`src/rtl/shamh_pkg.sv`:
```
// Shared types, constants and round functions of the SHA-256 message hash.
package shamh_pkg;

  // Default depth of the word queue between packer and round engine.
  localparam int QUEUE_DEPTH = 4;

  localparam logic [7:0] PAD_BYTE = 8'h80;
  localparam logic [3:0] DIGEST_WORDS = 4'd8;

  // One message word on its way to the round engine.
  typedef struct packed {
    logic [31:0] word;
    logic        last;   // final word of the padded message
  } msg_word_t;

  typedef enum logic [2:0] {
    FR_IDLE,
    FR_PAD_HEAD,
    FR_PAD_FILL,
    FR_LEN_HI,
    FR_LEN_LO
  } front_state_t;

  typedef enum logic {
    CR_ROUND,
    CR_FINAL
  } core_state_t;

  function automatic logic [31:0] ror32(input logic [31:0] v, input int s);
    ror32 = (v >> s) | (v << (32 - s));
  endfunction

  function automatic logic [31:0] big_sigma0(input logic [31:0] v);
    big_sigma0 = ror32(v, 2) ^ ror32(v, 13) ^ ror32(v, 22);
  endfunction

  function automatic logic [31:0] big_sigma1(input logic [31:0] v);
    big_sigma1 = ror32(v, 6) ^ ror32(v, 11) ^ ror32(v, 25);
  endfunction

  function automatic logic [31:0] small_sigma0(input logic [31:0] v);
    small_sigma0 = ror32(v, 7) ^ ror32(v, 18) ^ (v >> 3);
  endfunction

  function automatic logic [31:0] small_sigma1(input logic [31:0] v);
    small_sigma1 = ror32(v, 17) ^ ror32(v, 19) ^ (v >> 10);
  endfunction

  // Initial hash value, word i.
  function automatic logic [31:0] init_hash(input logic [2:0] i);
    case (i)
      3'd0:    init_hash = 32'h6a09e667;
      3'd1:    init_hash = 32'hbb67ae85;
      3'd2:    init_hash = 32'h3c6ef372;
      3'd3:    init_hash = 32'ha54ff53a;
      3'd4:    init_hash = 32'h510e527f;
      3'd5:    init_hash = 32'h9b05688c;
      3'd6:    init_hash = 32'h1f83d9ab;
      default: init_hash = 32'h5be0cd19;
    endcase
  endfunction

  // Round constant table.
  function automatic logic [31:0] round_k(input logic [5:0] i);
    case (i)
      6'd0:  round_k = 32'h428a2f98;  6'd1:  round_k = 32'h71374491;
      6'd2:  round_k = 32'hb5c0fbcf;  6'd3:  round_k = 32'he9b5dba5;
      6'd4:  round_k = 32'h3956c25b;  6'd5:  round_k = 32'h59f111f1;
      6'd6:  round_k = 32'h923f82a4;  6'd7:  round_k = 32'hab1c5ed5;
      6'd8:  round_k = 32'hd807aa98;  6'd9:  round_k = 32'h12835b01;
      6'd10: round_k = 32'h243185be;  6'd11: round_k = 32'h550c7dc3;
      6'd12: round_k = 32'h72be5d74;  6'd13: round_k = 32'h80deb1fe;
      6'd14: round_k = 32'h9bdc06a7;  6'd15: round_k = 32'hc19bf174;
      6'd16: round_k = 32'he49b69c1;  6'd17: round_k = 32'hefbe4786;
      6'd18: round_k = 32'h0fc19dc6;  6'd19: round_k = 32'h240ca1cc;
      6'd20: round_k = 32'h2de92c6f;  6'd21: round_k = 32'h4a7484aa;
      6'd22: round_k = 32'h5cb0a9dc;  6'd23: round_k = 32'h76f988da;
      6'd24: round_k = 32'h983e5152;  6'd25: round_k = 32'ha831c66d;
      6'd26: round_k = 32'hb00327c8;  6'd27: round_k = 32'hbf597fc7;
      6'd28: round_k = 32'hc6e00bf3;  6'd29: round_k = 32'hd5a79147;
      6'd30: round_k = 32'h06ca6351;  6'd31: round_k = 32'h14292967;
      6'd32: round_k = 32'h27b70a85;  6'd33: round_k = 32'h2e1b2138;
      6'd34: round_k = 32'h4d2c6dfc;  6'd35: round_k = 32'h53380d13;
      6'd36: round_k = 32'h650a7354;  6'd37: round_k = 32'h766a0abb;
      6'd38: round_k = 32'h81c2c92e;  6'd39: round_k = 32'h92722c85;
      6'd40: round_k = 32'ha2bfe8a1;  6'd41: round_k = 32'ha81a664b;
      6'd42: round_k = 32'hc24b8b70;  6'd43: round_k = 32'hc76c51a3;
      6'd44: round_k = 32'hd192e819;  6'd45: round_k = 32'hd6990624;
      6'd46: round_k = 32'hf40e3585;  6'd47: round_k = 32'h106aa070;
      6'd48: round_k = 32'h19a4c116;  6'd49: round_k = 32'h1e376c08;
      6'd50: round_k = 32'h2748774c;  6'd51: round_k = 32'h34b0bcb5;
      6'd52: round_k = 32'h391c0cb3;  6'd53: round_k = 32'h4ed8aa4a;
      6'd54: round_k = 32'h5b9cca4f;  6'd55: round_k = 32'h682e6ff3;
      6'd56: round_k = 32'h748f82ee;  6'd57: round_k = 32'h78a5636f;
      6'd58: round_k = 32'h84c87814;  6'd59: round_k = 32'h8cc70208;
      6'd60: round_k = 32'h90befffa;  6'd61: round_k = 32'ha4506ceb;
      6'd62: round_k = 32'hbef9a3f7;  6'd63: round_k = 32'hc67178f2;
      default: round_k = 32'h0;
    endcase
  endfunction

endpackage

```
`src/rtl/shamh_front.sv`:
```
// Byte packer and padding sequencer: turns the byte stream into message words.
module shamh_front
  import shamh_pkg::*;
(
  input  logic       clk,
  input  logic       rst_n,
  input  logic       push,
  output logic       full,
  input  logic [7:0] in_data_byte,
  input  logic       in_has_byte,
  input  logic       in_end_of_message,
  output logic       q_push,
  output msg_word_t  q_data,
  input  logic       q_full
);

  front_state_t state_r, state_nxt;
  logic [31:0]  word_r, word_nxt;
  logic [1:0]   byte_pos_r, byte_pos_nxt;
  logic [3:0]   word_cnt_r, word_cnt_nxt;
  logic [63:0]  len_r, len_nxt;
  logic         accept;
  logic [31:0]  pad_word;

  assign full   = (state_r != FR_IDLE) || q_full;
  assign accept = push && !full;

  // Partial word closed by the 0x80 marker and zero fill.
  always_comb begin
    case (byte_pos_r)
      2'd0:    pad_word = {PAD_BYTE, 24'h0};
      2'd1:    pad_word = {word_r[7:0], PAD_BYTE, 16'h0};
      2'd2:    pad_word = {word_r[15:0], PAD_BYTE, 8'h0};
      default: pad_word = {word_r[23:0], PAD_BYTE};
    endcase
  end

  // Next state and queue writes.
  always_comb begin
    state_nxt    = state_r;
    word_nxt     = word_r;
    byte_pos_nxt = byte_pos_r;
    word_cnt_nxt = word_cnt_r;
    len_nxt      = len_r;
    q_push       = 1'b0;
    q_data       = '{word: 32'h0, last: 1'b0};
    case (state_r)
      FR_IDLE: begin
        if (accept && in_has_byte) begin
          word_nxt = {word_r[23:0], in_data_byte};
          len_nxt  = len_r + 64'd8;
          if (byte_pos_r == 2'd3) begin
            q_push       = 1'b1;
            q_data       = '{word: word_nxt, last: 1'b0};
            word_cnt_nxt = word_cnt_r + 4'd1;
          end
          byte_pos_nxt = byte_pos_r + 2'd1;
        end
        if (accept && in_end_of_message) begin
          state_nxt = FR_PAD_HEAD;
        end
      end
      FR_PAD_HEAD: begin
        if (!q_full) begin
          q_push       = 1'b1;
          q_data       = '{word: pad_word, last: 1'b0};
          word_cnt_nxt = word_cnt_r + 4'd1;
          state_nxt    = (word_cnt_r == 4'd13) ? FR_LEN_HI : FR_PAD_FILL;
        end
      end
      FR_PAD_FILL: begin
        if (!q_full) begin
          q_push       = 1'b1;
          word_cnt_nxt = word_cnt_r + 4'd1;
          if (word_cnt_r == 4'd13) begin
            state_nxt = FR_LEN_HI;
          end
        end
      end
      FR_LEN_HI: begin
        if (!q_full) begin
          q_push       = 1'b1;
          q_data       = '{word: len_r[63:32], last: 1'b0};
          word_cnt_nxt = word_cnt_r + 4'd1;
          state_nxt    = FR_LEN_LO;
        end
      end
      FR_LEN_LO: begin
        if (!q_full) begin
          q_push       = 1'b1;
          q_data       = '{word: len_r[31:0], last: 1'b1};
          word_cnt_nxt = 4'd0;
          byte_pos_nxt = 2'd0;
          len_nxt      = 64'd0;
          state_nxt    = FR_IDLE;
        end
      end
      default: state_nxt = FR_IDLE;
    endcase
  end

  always_ff @(posedge clk) begin
    if (!rst_n) begin
      state_r    <= FR_IDLE;
      byte_pos_r <= 2'd0;
      word_cnt_r <= 4'd0;
      len_r      <= 64'd0;
    end else begin
      state_r    <= state_nxt;
      byte_pos_r <= byte_pos_nxt;
      word_cnt_r <= word_cnt_nxt;
      len_r      <= len_nxt;
    end
  end

  // Byte assembly register needs no reset.
  always_ff @(posedge clk) begin
    word_r <= word_nxt;
  end

endmodule

```
`src/rtl/shamh_queue.sv`:
```
// Short word queue between the packer and the round engine.
module shamh_queue
  import shamh_pkg::*;
#(
  parameter int DEPTH = QUEUE_DEPTH
)
(
  input  logic      clk,
  input  logic      rst_n,
  input  logic      wr_en,
  input  msg_word_t wr_data,
  output logic      q_full,
  output logic      rd_valid,
  output msg_word_t rd_data,
  input  logic      rd_en
);

  localparam int PW = (DEPTH > 1) ? $clog2(DEPTH) : 1;
  localparam int CW = $clog2(DEPTH + 1);
  localparam logic [PW-1:0] LAST_PTR = PW'(DEPTH - 1);
  localparam logic [CW-1:0] DEPTH_CNT = CW'(DEPTH);

  msg_word_t         mem_r [DEPTH];
  logic [PW-1:0]     wr_ptr_r, rd_ptr_r;
  logic [CW-1:0]     cnt_r;
  logic              do_wr, do_rd;

  assign q_full   = (cnt_r == DEPTH_CNT);
  assign rd_valid = (cnt_r != '0);
  assign rd_data  = mem_r[rd_ptr_r];
  assign do_wr    = wr_en && !q_full;
  assign do_rd    = rd_en && rd_valid;

  // Pointers and fill count.
  always_ff @(posedge clk) begin
    if (!rst_n) begin
      wr_ptr_r <= '0;
      rd_ptr_r <= '0;
      cnt_r    <= '0;
    end else begin
      if (do_wr) begin
        wr_ptr_r <= (wr_ptr_r == LAST_PTR) ? '0 : wr_ptr_r + PW'(1);
      end
      if (do_rd) begin
        rd_ptr_r <= (rd_ptr_r == LAST_PTR) ? '0 : rd_ptr_r + PW'(1);
      end
      case ({do_wr, do_rd})
        2'b10:   cnt_r <= cnt_r + CW'(1);
        2'b01:   cnt_r <= cnt_r - CW'(1);
        default: cnt_r <= cnt_r;
      endcase
    end
  end

  // Storage.
  always_ff @(posedge clk) begin
    if (do_wr) begin
      mem_r[wr_ptr_r] <= wr_data;
    end
  end

endmodule

```
`src/rtl/shamh_core.sv`:
```
// Round engine: message schedule, 64 compression rounds, hash update, digest out.
module shamh_core
  import shamh_pkg::*;
(
  input  logic        clk,
  input  logic        rst_n,
  input  logic        q_valid,
  input  msg_word_t   q_data,
  output logic        q_pop,
  output logic        empty,
  input  logic        pop,
  output logic [31:0] out_digest_word,
  output logic [2:0]  out_word_index,
  output logic        out_last_word
);

  core_state_t state_r, state_nxt;
  logic [5:0]  rnd_r;
  logic        final_r;
  logic [31:0] hash_r [8];
  logic [31:0] work_r [8];
  logic [31:0] sched_r [16];
  logic [31:0] dig_r [8];
  logic [3:0]  dig_cnt_r;

  logic        early;
  logic        step;
  logic        dig_load;
  logic        dig_pop;
  logic [31:0] wt;
  logic [31:0] t1, t2;
  logic [31:0] sum [8];

  assign early = (rnd_r[5:4] == 2'b00);
  assign step  = (state_r == CR_ROUND) && (!early || q_valid);
  assign q_pop = (state_r == CR_ROUND) && early && q_valid;

  // Schedule word for this round.
  always_comb begin
    if (early) begin
      wt = q_data.word;
    end else begin
      wt = sched_r[0] + small_sigma0(sched_r[1]) + sched_r[9] + small_sigma1(sched_r[14]);
    end
  end

  // One compression round.
  assign t1 = work_r[7] + big_sigma1(work_r[4])
            + ((work_r[4] & work_r[5]) ^ (~work_r[4] & work_r[6]))
            + round_k(rnd_r) + wt;
  assign t2 = big_sigma0(work_r[0])
            + ((work_r[0] & work_r[1]) ^ (work_r[0] & work_r[2]) ^ (work_r[1] & work_r[2]));

  always_comb begin
    for (int i = 0; i < 8; i++) begin
      sum[i] = hash_r[i] + work_r[i];
    end
  end

  assign dig_load = (state_r == CR_FINAL) && final_r && (dig_cnt_r == 4'd0);
  assign dig_pop  = pop && !empty;

  // Round and update sequencing.
  always_comb begin
    state_nxt = state_r;
    case (state_r)
      CR_ROUND: begin
        if (step && rnd_r == 6'd63) begin
          state_nxt = CR_FINAL;
        end
      end
      CR_FINAL: begin
        if (!final_r || dig_load) begin
          state_nxt = CR_ROUND;
        end
      end
      default: state_nxt = CR_ROUND;
    endcase
  end

  always_ff @(posedge clk) begin
    if (!rst_n) begin
      state_r   <= CR_ROUND;
      rnd_r     <= 6'd0;
      final_r   <= 1'b0;
      dig_cnt_r <= 4'd0;
      for (int i = 0; i < 8; i++) begin
        hash_r[i] <= init_hash(3'(i));
        work_r[i] <= init_hash(3'(i));
      end
    end else begin
      state_r <= state_nxt;
      if (q_pop && q_data.last) begin
        final_r <= 1'b1;
      end
      if (step) begin
        rnd_r     <= rnd_r + 6'd1;
        work_r[0] <= t1 + t2;
        work_r[1] <= work_r[0];
        work_r[2] <= work_r[1];
        work_r[3] <= work_r[2];
        work_r[4] <= work_r[3] + t1;
        work_r[5] <= work_r[4];
        work_r[6] <= work_r[5];
        work_r[7] <= work_r[6];
      end
      // Block done: fold into the hash, or hand out the digest and restart.
      if (state_r == CR_FINAL && !final_r) begin
        for (int i = 0; i < 8; i++) begin
          hash_r[i] <= sum[i];
          work_r[i] <= sum[i];
        end
      end
      if (dig_load) begin
        final_r <= 1'b0;
        for (int i = 0; i < 8; i++) begin
          hash_r[i] <= init_hash(3'(i));
          work_r[i] <= init_hash(3'(i));
        end
      end
      if (dig_load) begin
        dig_cnt_r <= DIGEST_WORDS;
      end else if (dig_pop) begin
        dig_cnt_r <= dig_cnt_r - 4'd1;
      end
    end
  end

  // Schedule window and digest shift register carry payload only.
  always_ff @(posedge clk) begin
    if (step) begin
      for (int i = 0; i < 15; i++) begin
        sched_r[i] <= sched_r[i + 1];
      end
      sched_r[15] <= wt;
    end
    if (dig_load) begin
      for (int i = 0; i < 8; i++) begin
        dig_r[i] <= sum[i];
      end
    end else if (dig_pop) begin
      for (int i = 0; i < 7; i++) begin
        dig_r[i] <= dig_r[i + 1];
      end
    end
  end

  assign empty           = (dig_cnt_r == 4'd0);
  assign out_digest_word = dig_r[0];
  assign out_word_index  = 3'(DIGEST_WORDS - dig_cnt_r);
  assign out_last_word   = (dig_cnt_r == 4'd1);

endmodule

```
`src/rtl/sha256_message_hash.sv`:
```
// Top level of the streaming SHA-256 message hash.
//
// SHA-256 over a byte stream, one byte per input transaction; a transaction with
// end_of_message set (with or without a byte) closes the message and yields eight
// digest words, word 0 first. Bytes are taken one per cycle while the word queue
// has room. The round engine spends 64 rounds plus a hash update on each block,
// and only its first 16 rounds take words from the queue (four words by default);
// on a continuous stream the queue fills during the other 48 rounds and the
// update, and the input then holds full. Long message throughput is therefore
// set by the queue depth against the round engine. After end_of_message the input
// holds full while the padding sequencer writes the closing and length words, 3 to
// 18 words at one a cycle and never faster than the engine drains the queue; the
// first digest word is ready once the engine has hashed the last block, which is
// the current block when the closing and length words fit in it and one more
// block when they do not. The digest sits in its own output register: the next
// message may stream in while it is read, and only a second digest waits until
// all eight words have been popped.
module sha256_message_hash
  import shamh_pkg::*;
#(
  parameter int QDEPTH = QUEUE_DEPTH
)
(
  input  logic        clk,
  input  logic        rst_n,
  input  logic        push,
  output logic        full,
  input  logic [7:0]  in_data_byte,
  input  logic        in_has_byte,
  input  logic        in_end_of_message,
  output logic        empty,
  input  logic        pop,
  output logic [31:0] out_digest_word,
  output logic [2:0]  out_word_index,
  output logic        out_last_word
);

  logic      q_push;
  msg_word_t q_wdata;
  logic      q_full;
  logic      q_valid;
  msg_word_t q_rdata;
  logic      q_pop;

  shamh_front u_front (
    .clk               (clk),
    .rst_n             (rst_n),
    .push              (push),
    .full              (full),
    .in_data_byte      (in_data_byte),
    .in_has_byte       (in_has_byte),
    .in_end_of_message (in_end_of_message),
    .q_push            (q_push),
    .q_data            (q_wdata),
    .q_full            (q_full)
  );

  shamh_queue #(
    .DEPTH (QDEPTH)
  ) u_queue (
    .clk      (clk),
    .rst_n    (rst_n),
    .wr_en    (q_push),
    .wr_data  (q_wdata),
    .q_full   (q_full),
    .rd_valid (q_valid),
    .rd_data  (q_rdata),
    .rd_en    (q_pop)
  );

  shamh_core u_core (
    .clk             (clk),
    .rst_n           (rst_n),
    .q_valid         (q_valid),
    .q_data          (q_rdata),
    .q_pop           (q_pop),
    .empty           (empty),
    .pop             (pop),
    .out_digest_word (out_digest_word),
    .out_word_index  (out_word_index),
    .out_last_word   (out_last_word)
  );

endmodule
```
`config.mk`:
```
export PLATFORM = sky130hd
export DESIGN_NAME = sha256_message_hash
export DESIGN_NICKNAME = d
export VERILOG_FILES = /design/src/rtl/shamh_pkg.sv /design/src/rtl/shamh_front.sv /design/src/rtl/shamh_queue.sv /design/src/rtl/shamh_core.sv /design/src/rtl/sha256_message_hash.sv
export SDC_FILE = /design/constraint.sdc
export NUM_CORES = 2
export LEC_CHECK = 0
export BUFFER_PORTS_ARGS = -buffer_cell sky130_fd_sc_hd__clkbuf_2
export CAP_MARGIN = 10
export CORE_ASPECT_RATIO = 0.6
export CORE_MARGIN = 2
export CORE_UTILIZATION = 40
export DETAILED_ROUTE_END_ITERATION = 16
export PLACE_DENSITY = 0.64
export SLEW_MARGIN = 20
export SYNTH_ARGS = -nofsm -noshare
export SYNTH_HDL_FRONTEND = slang
export SYNTH_SLANG_ARGS = --single-unit
```
`constraint.sdc`:
```
create_clock -name clk -period 21.4 [get_ports clk]
set_input_delay 1.07 -clock clk [delete_from_list [all_inputs] [get_ports clk]]
set_output_delay 1.07 -clock clk [all_outputs]
set_load 0.01 [all_outputs]
```
== Word-level counts from Yosys, hierarchy flattened ==
Memory sizes are Yosys's and may differ from the RTL's. A register that Yosys moved wholly into a read port is not among the register bits.
Index checks and enable logic that the tools add are counted.

* Memories: 6
* RAM bits: 1412
* Output and inout port bits: 38
* Input bits: 14
* Latch bits: 0
* Bits in registers: 116
* Bits in read-only memories: 2048

{| class="wikitable"
|+ Memory list
! memory !! words !! width !! rd ports !! clocked after Yosys merged registers in !! write ports !! RTL line !! RTL
|-
| (no name shown) || 64 || 32 || 1 || 1 || 0 || shamh_pkg.sv:65 || <nowiki>case (i)</nowiki>
|-
| u_core.sched_r || 16 || 32 || 16 || 0 || 16 || shamh_core.sv:22 || <nowiki>logic [31:0] sched_r [16];</nowiki>
|-
| u_core.dig_r || 8 || 32 || 8 || 0 || 8 || shamh_core.sv:23 || <nowiki>logic [31:0] dig_r [8];</nowiki>
|-
| u_core.hash_r || 8 || 32 || 8 || 0 || 8 || shamh_core.sv:20 || <nowiki>logic [31:0] hash_r [8];</nowiki>
|-
| u_core.work_r || 8 || 32 || 8 || 0 || 8 || shamh_core.sv:21 || <nowiki>logic [31:0] work_r [8];</nowiki>
|-
| u_queue.mem_r || 4 || 33 || 1 || 1 || 1 || shamh_queue.sv:23 || <nowiki>msg_word_t mem_r [DEPTH];</nowiki>
|}

* Bitwise logic cells: 76
* Add/sub/neg operators: 28
* Magnitude comparators: 0
* Div/mod/pow operators: 0
* Eq/ne operators: 24
* Mux-type cells: 131
* $mul: 0
* Shift operators: 0
* Reduce and logical (&&, ||, !) cells: 39

{| class="wikitable"
|+ Operator list
! cell !! count
|-
| 2-to-1 mux 32 bit || 72
|-
| adder 32 bit || 18
|-
| bitwise XOR 32 bit || 9
|-
| 2-to-1 mux 33 bit || 5
|-
| bitwise AND 32 bit || 5
|-
| one-hot mux 33 bit (4 select lines) || 1
|-
| 2-to-1 mux 64 bit || 2
|-
| one-hot mux 64 bit (2 select lines) || 1
|-
| one-hot mux 32 bit (3 select lines) || 1
|-
| adder 64 x 4 -> 64 bit (second input constant) || 1
|-
| OR 1 bit || 47
|-
| NOT 32 bit || 1
|-
| OR 10 x 32 -> 32 bit || 1
|-
| OR 13 x 32 -> 32 bit || 1
|-
| OR 14 x 32 -> 32 bit || 1
|-
| OR 15 x 32 -> 32 bit || 1
|-
| OR 19 x 32 -> 32 bit || 1
|-
| OR 21 x 32 -> 32 bit || 1
|-
| OR 25 x 32 -> 32 bit || 1
|-
| OR 26 x 32 -> 32 bit || 1
|-
| OR 30 x 32 -> 32 bit || 1
|-
| OR 7 x 32 -> 32 bit || 1
|-
| bitwise XOR 32 x 22 -> 32 bit || 1
|-
| bitwise XOR 32 x 29 -> 32 bit || 1
|-
| other kinds (43) || 123
|}

== Logic depth before layout (Yosys ltp) ==
An unclocked memory read counts as a cell.

* Depth after elaboration: 13
* Mapped depth: 42

== Hierarchy ==
Synthesis repeated with hierarchy kept, for this count alone.

* Cell total of the unflattened synthesis: 7990
* Area, all modules: 85188.0 um2

{| class="wikitable"
|+ Modules (own cells, without submodules)
! module !! cells each !! area each (um2) !! instances !! sequential area each (um2)
|-
| shamh_core || 7109 || 74525.2 || 1 || 36755.3
|-
| shamh_front || 652 || 5358.9 || 1 || 2122.0
|-
| shamh_queue || 229 || 5303.8 || 1 || 4144.0
|}

== Worst setup path after synthesis ==
OpenSTA, ideal clock, no wires.

* Kind: reg-to-reg
* From: register u_queue.cnt_r[0]
* To: memory u_core.work_r[6][0] (netlist: u_core.work_r[3][0])
* Setup time: 125 ps
* Arrival: 16035 ps
* Stages on the path, launching flop included: 8
* Path slack: 5241 ps
* Required time: 21275 ps
* Cells stage by stage: dfxtp_1 -> nor3_1 -> a21o_1 -> inv_2 -> clkbuf_1 -> clkbuf_1 -> a21oi_1 -> o21ai_0

{| class="wikitable"
|+ RTL lines
! item !! RTL line !! RTL
|-
| from (decl) || shamh_queue.sv:25 || <nowiki>logic [CW-1:0] cnt_r;</nowiki>
|-
| from (signal assigned) || shamh_queue.sv:48 || <nowiki>2'b10: cnt_r <= cnt_r + CW'(1);</nowiki>
|-
| from (signal assigned) || shamh_queue.sv:49 || <nowiki>2'b01: cnt_r <= cnt_r - CW'(1);</nowiki>
|-
| from (signal assigned) || shamh_queue.sv:50 || <nowiki>default: cnt_r <= cnt_r;</nowiki>
|-
| to (decl) || shamh_core.sv:21 ||
|}

==> flow_metrics.py <==
metrics = {
    "clocking": {
        "cts-root-buf": "clkbuf_16",
        "cts_tree": "built",
        "cts_max_path_buffers": 4,
        "clock_latency_ns": 0.86,
        "post_cts_buffers": 0,
        "numCtsBuffers": 161,
        "cts-resized-gates": 0,
        "hold_buffers": 0,
        "cts_sinks": 1559,
        "htree_num_levels": 4,
        "path_clk_slew_ns": 0.07,
    },
    "floorplanning": {
        "die_w_microns": 595,
        "ios": 52,
        "initial_core_util_pct": 40.1,
        "std_cell_rows": 130,
        "core_area_sq_um": 209000,
        "dieArea_sq_um": 213000,
        "die_y_microns": 359,
    },
    "place": {
        "place.gp.congestion": 0.985,
        "place_hpwl_mm": 200,
        "dp_slack_ns": 10.90,
        "port_buffers": 51,
    },
    "drt": {
        "ant_nets": 0,
        "num_vias": 61600,
        "wl_mm": 275,
        "wl_per_cell_microns": 26.2,
        "drt_pass1_iterations": 10,
        "route.detailed.drc": 0,
        "vias_per_cell": 5.86,
        "drtIter0Drc": 8514,
    },
    "logic_synthesis": {
        "synth_seq_cells": 1559,
        "synth_cell_type_count": 93,
        "synth_nets": 8305,
        "synth_edf_count": 1180,
        "postSynthCellCount": 7690,
        "synthArstFlopShare_pct": 0,
        "yosysSeqAreaShare_pct": 51.3,
        "synth-main-ff-cell": "edfxtp_1",
        "yosys_warnings": 0,
        "syn_area_per_cell_sq_um": 10.9,
        "netlist_area_sq_um": 83800,
    },
    "hold_path": {
        "worstHoldStart": "u_core.sched_r[3][36]",
        "worstHoldPathCells": 0,
        "whs_endpoint": "u_core.sched_r[3][4]",
        "worstHoldPathType": "reg2reg",
    },
    "sta": {
        "fin_skew_ns": 0.111,
        "fmax_mhz": 92.4,
        "slew_violations": 0,
        "fin_crit_ns": 10.83,
        "rsz0062_at_grt": "no",
        "layout_worst_path_cycle_share_pct": 50.6,
        "tns_ns": 0,
        "setup_viol": 0,
        "fin_ws_ns": 10.57,
        "report.final.hold_viol_count": 0,
        "worst_pin_slew_ns": 1.17,
        "slew_headroom_pct": 21.5,
    },
    "finish": {
        "final_nets": 8231,
        "final_layout_size_suffix_gt1_share_pct": 7.11,
        "fill_cells": 19500,
        "area_growth_pct": 9.88,
    },
    "worst_setup_path": {
        "r2r_setup_slack_ns": 10.57,
        "criticalPathCategory": "reg2reg",
        "max_stage_delay_ns": 1.07,
        "critical_path.startpoint_type": "register",
        "reg2reg_to": "u_core.work_r[0][30]",
        "r2r_cells": 36,
        "cp.required_ns": 22.10,
        "r2r-start": "u_core.sched_r[3][84]",
        "cp_max_fo": 5,
        "critPathArrivalTime_ns": 11.52,
        "worst_path_max_delay_cell": "a2111oi_1",
        "cp_common_cell": "inv_1",
        "crit_path_end_kind": "register",
    },
    "global_routing": {
        "grt_max_degree": 192,
        "track_usage_pct": 25.3,
        "first_global_vias": 57200,
        "grt_overflow": 0,
        "grt_pass1_wl_mm": 399,
        "grt_antenna_before_repair": 6,
    },
    "run_status": {
        "status": "complete, no violations",
    },
    "run": {
        "drv_cap": 0,
    },
}
-- registers in the layout, indices dropped and copies added (netlist names), 6 cells and up, named ones only --
register        count
u_core.sched_r    512
u_core.rnd_r        6
u_core.hash_r     256
u_core.dig_r      256
u_front.word_r     24
u_queue.mem_r     132
u_core.work_r     256
u_front.len_r      61
-- stage by stage --
stage	utilization (%)	cell area (sq um)	instances	hold slack, ns
after global routing	44.1	92100	10500	0.335
after detailed placement	41.6	86900	10200	0.405
after global placement	41.6	86900	10200	0.400
after CTS	44.1	92100	10500	0.329
after floorplan	-	83800	7690	0.400
final	44.1	92100	10500	0.330
-- worst max path at each step --
stage / start / to / slack (ns)
CTS: u_core.sched_r[0][52] / u_core.work_r[0][28] / 10.78
floorplan: u_queue.cnt_r[0] / u_core.work_r[3][0] / 5.24
finish: u_core.sched_r[3][84] / u_core.work_r[0][30] / 10.57
detailed placement: u_core.sched_r[0][52] / u_core.work_r[0][28] / 10.90
global route: u_core.sched_r[0][52] / u_core.work_r[0][30] / 9.99
global placement: u_core.sched_r[3][82] / u_core.work_r[0][29] / 10.85
-- final cells by class --
class                   instances  area (sq um)  share of cell area [%]
flip-flops and latches       1559         43000                    46.7
multi-input cells            5338         37800                    41.1
clock buffers                 223          4570                    4.96
well taps                    2772          3470                    3.77
inverters                     402          1520                    1.65
repair buffers                154          1070                    1.17
clock inverters                64           624                   0.678
diodes                          1          2.50                 0.00272
-- critical path: cells and delay by family, from the launching register on --
kind	cells	cell delay (ns)
buffers and inverters	6	0.39
and+or+nand+nor	4	0.60
xor gates and xnor gates	5	1.04
adders and majority gates	8	3.41
DFF	1	0.50
AOI/OAI and AO/OA	13	4.69
-- logic make-up (layout without fill, tap and decap cells) --
| group | count (synthesis) | after routing | synth area share (%) |
|---|---|---|---|
| AOI/OAI and AO/OA | 1937 | 1937 | 14.7 |
| xor gates and xnor gates | 650 | 650 | 6.79 |
| adders and majority gates | 620 | 620 | 11.0 |
| buffers and inverters | 793 | 843 | 3.70 |
| DFF | 1559 | 1559 | 51.3 |
| muxes | 106 | 106 | 1.84 |
| other | 0 | 1 | 0 |
| and+or+nand+nor | 2025 | 2025 | 10.7 |
-- layer usage --
metal,vias to the layer above,track usage (%),share of wire (%)
li1,27400,-,-
met1,30800,41.9,49
met2,3159,31.5,37
met3,287,7.77,13
met4,6,3.93,1.4
met5,-,0,0.024
-- cells in the mapped netlist, types with 47 or more instances --
cell / instances / share of area [%]
a211oi_1: 47 / 0.42
a21o_1: 234 / 2.1
a21oi_1: 537 / 3.2
a31oi_1: 50 / 0.37
and2_1: 61 / 0.46
and3_1: 71 / 0.53
clkbuf_1: 314 / 1.4
dfxtp_1: 379 / 9.1
edfxtp_1: 1180 / 42
fa_1: 196 / 4.7
ha_1: 405 / 6.0
inv_1: 399 / 1.8
mux2_2: 54 / 0.73
nand2_1: 917 / 4.1
nand2b_1: 89 / 0.66
nand3_1: 120 / 0.72
nor2_1: 488 / 2.2
nor2b_1: 50 / 0.37
nor3_1: 88 / 0.53
o21a_1: 100 / 0.90
o21ai_0: 494 / 2.9
o21bai_1: 60 / 0.54
xnor2_1: 426 / 4.5
xor2_1: 224 / 2.3
-- layout by cell type, fill, tap and decap left out, drive strengths merged, types with 40 or more instances in the layout --
cell	netlist	final
xnor2	426	426
nand4	44	44
o21ai	503	503
ha	405	405
mux2	54	54
edfxtp	1180	1180
clkbuf	314	274
a21o	236	236
o21a	100	100
and3	71	71
buf	77	103
inv	400	406
nor2	488	488
clkinv	2	40
fa	196	196
o21bai	60	60
nand3	120	120
dfxtp	379	379
nand2b	89	89
xor2	224	224
a211oi	48	48
a31oi	52	52
and2	61	61
nor2b	50	50
a21oi	538	538
nor3	88	88
o211ai	45	45
nand2	917	917
Power is not shown: default switching activity piles up to over one toggle a cycle in this logic, so the estimate is an artifact.
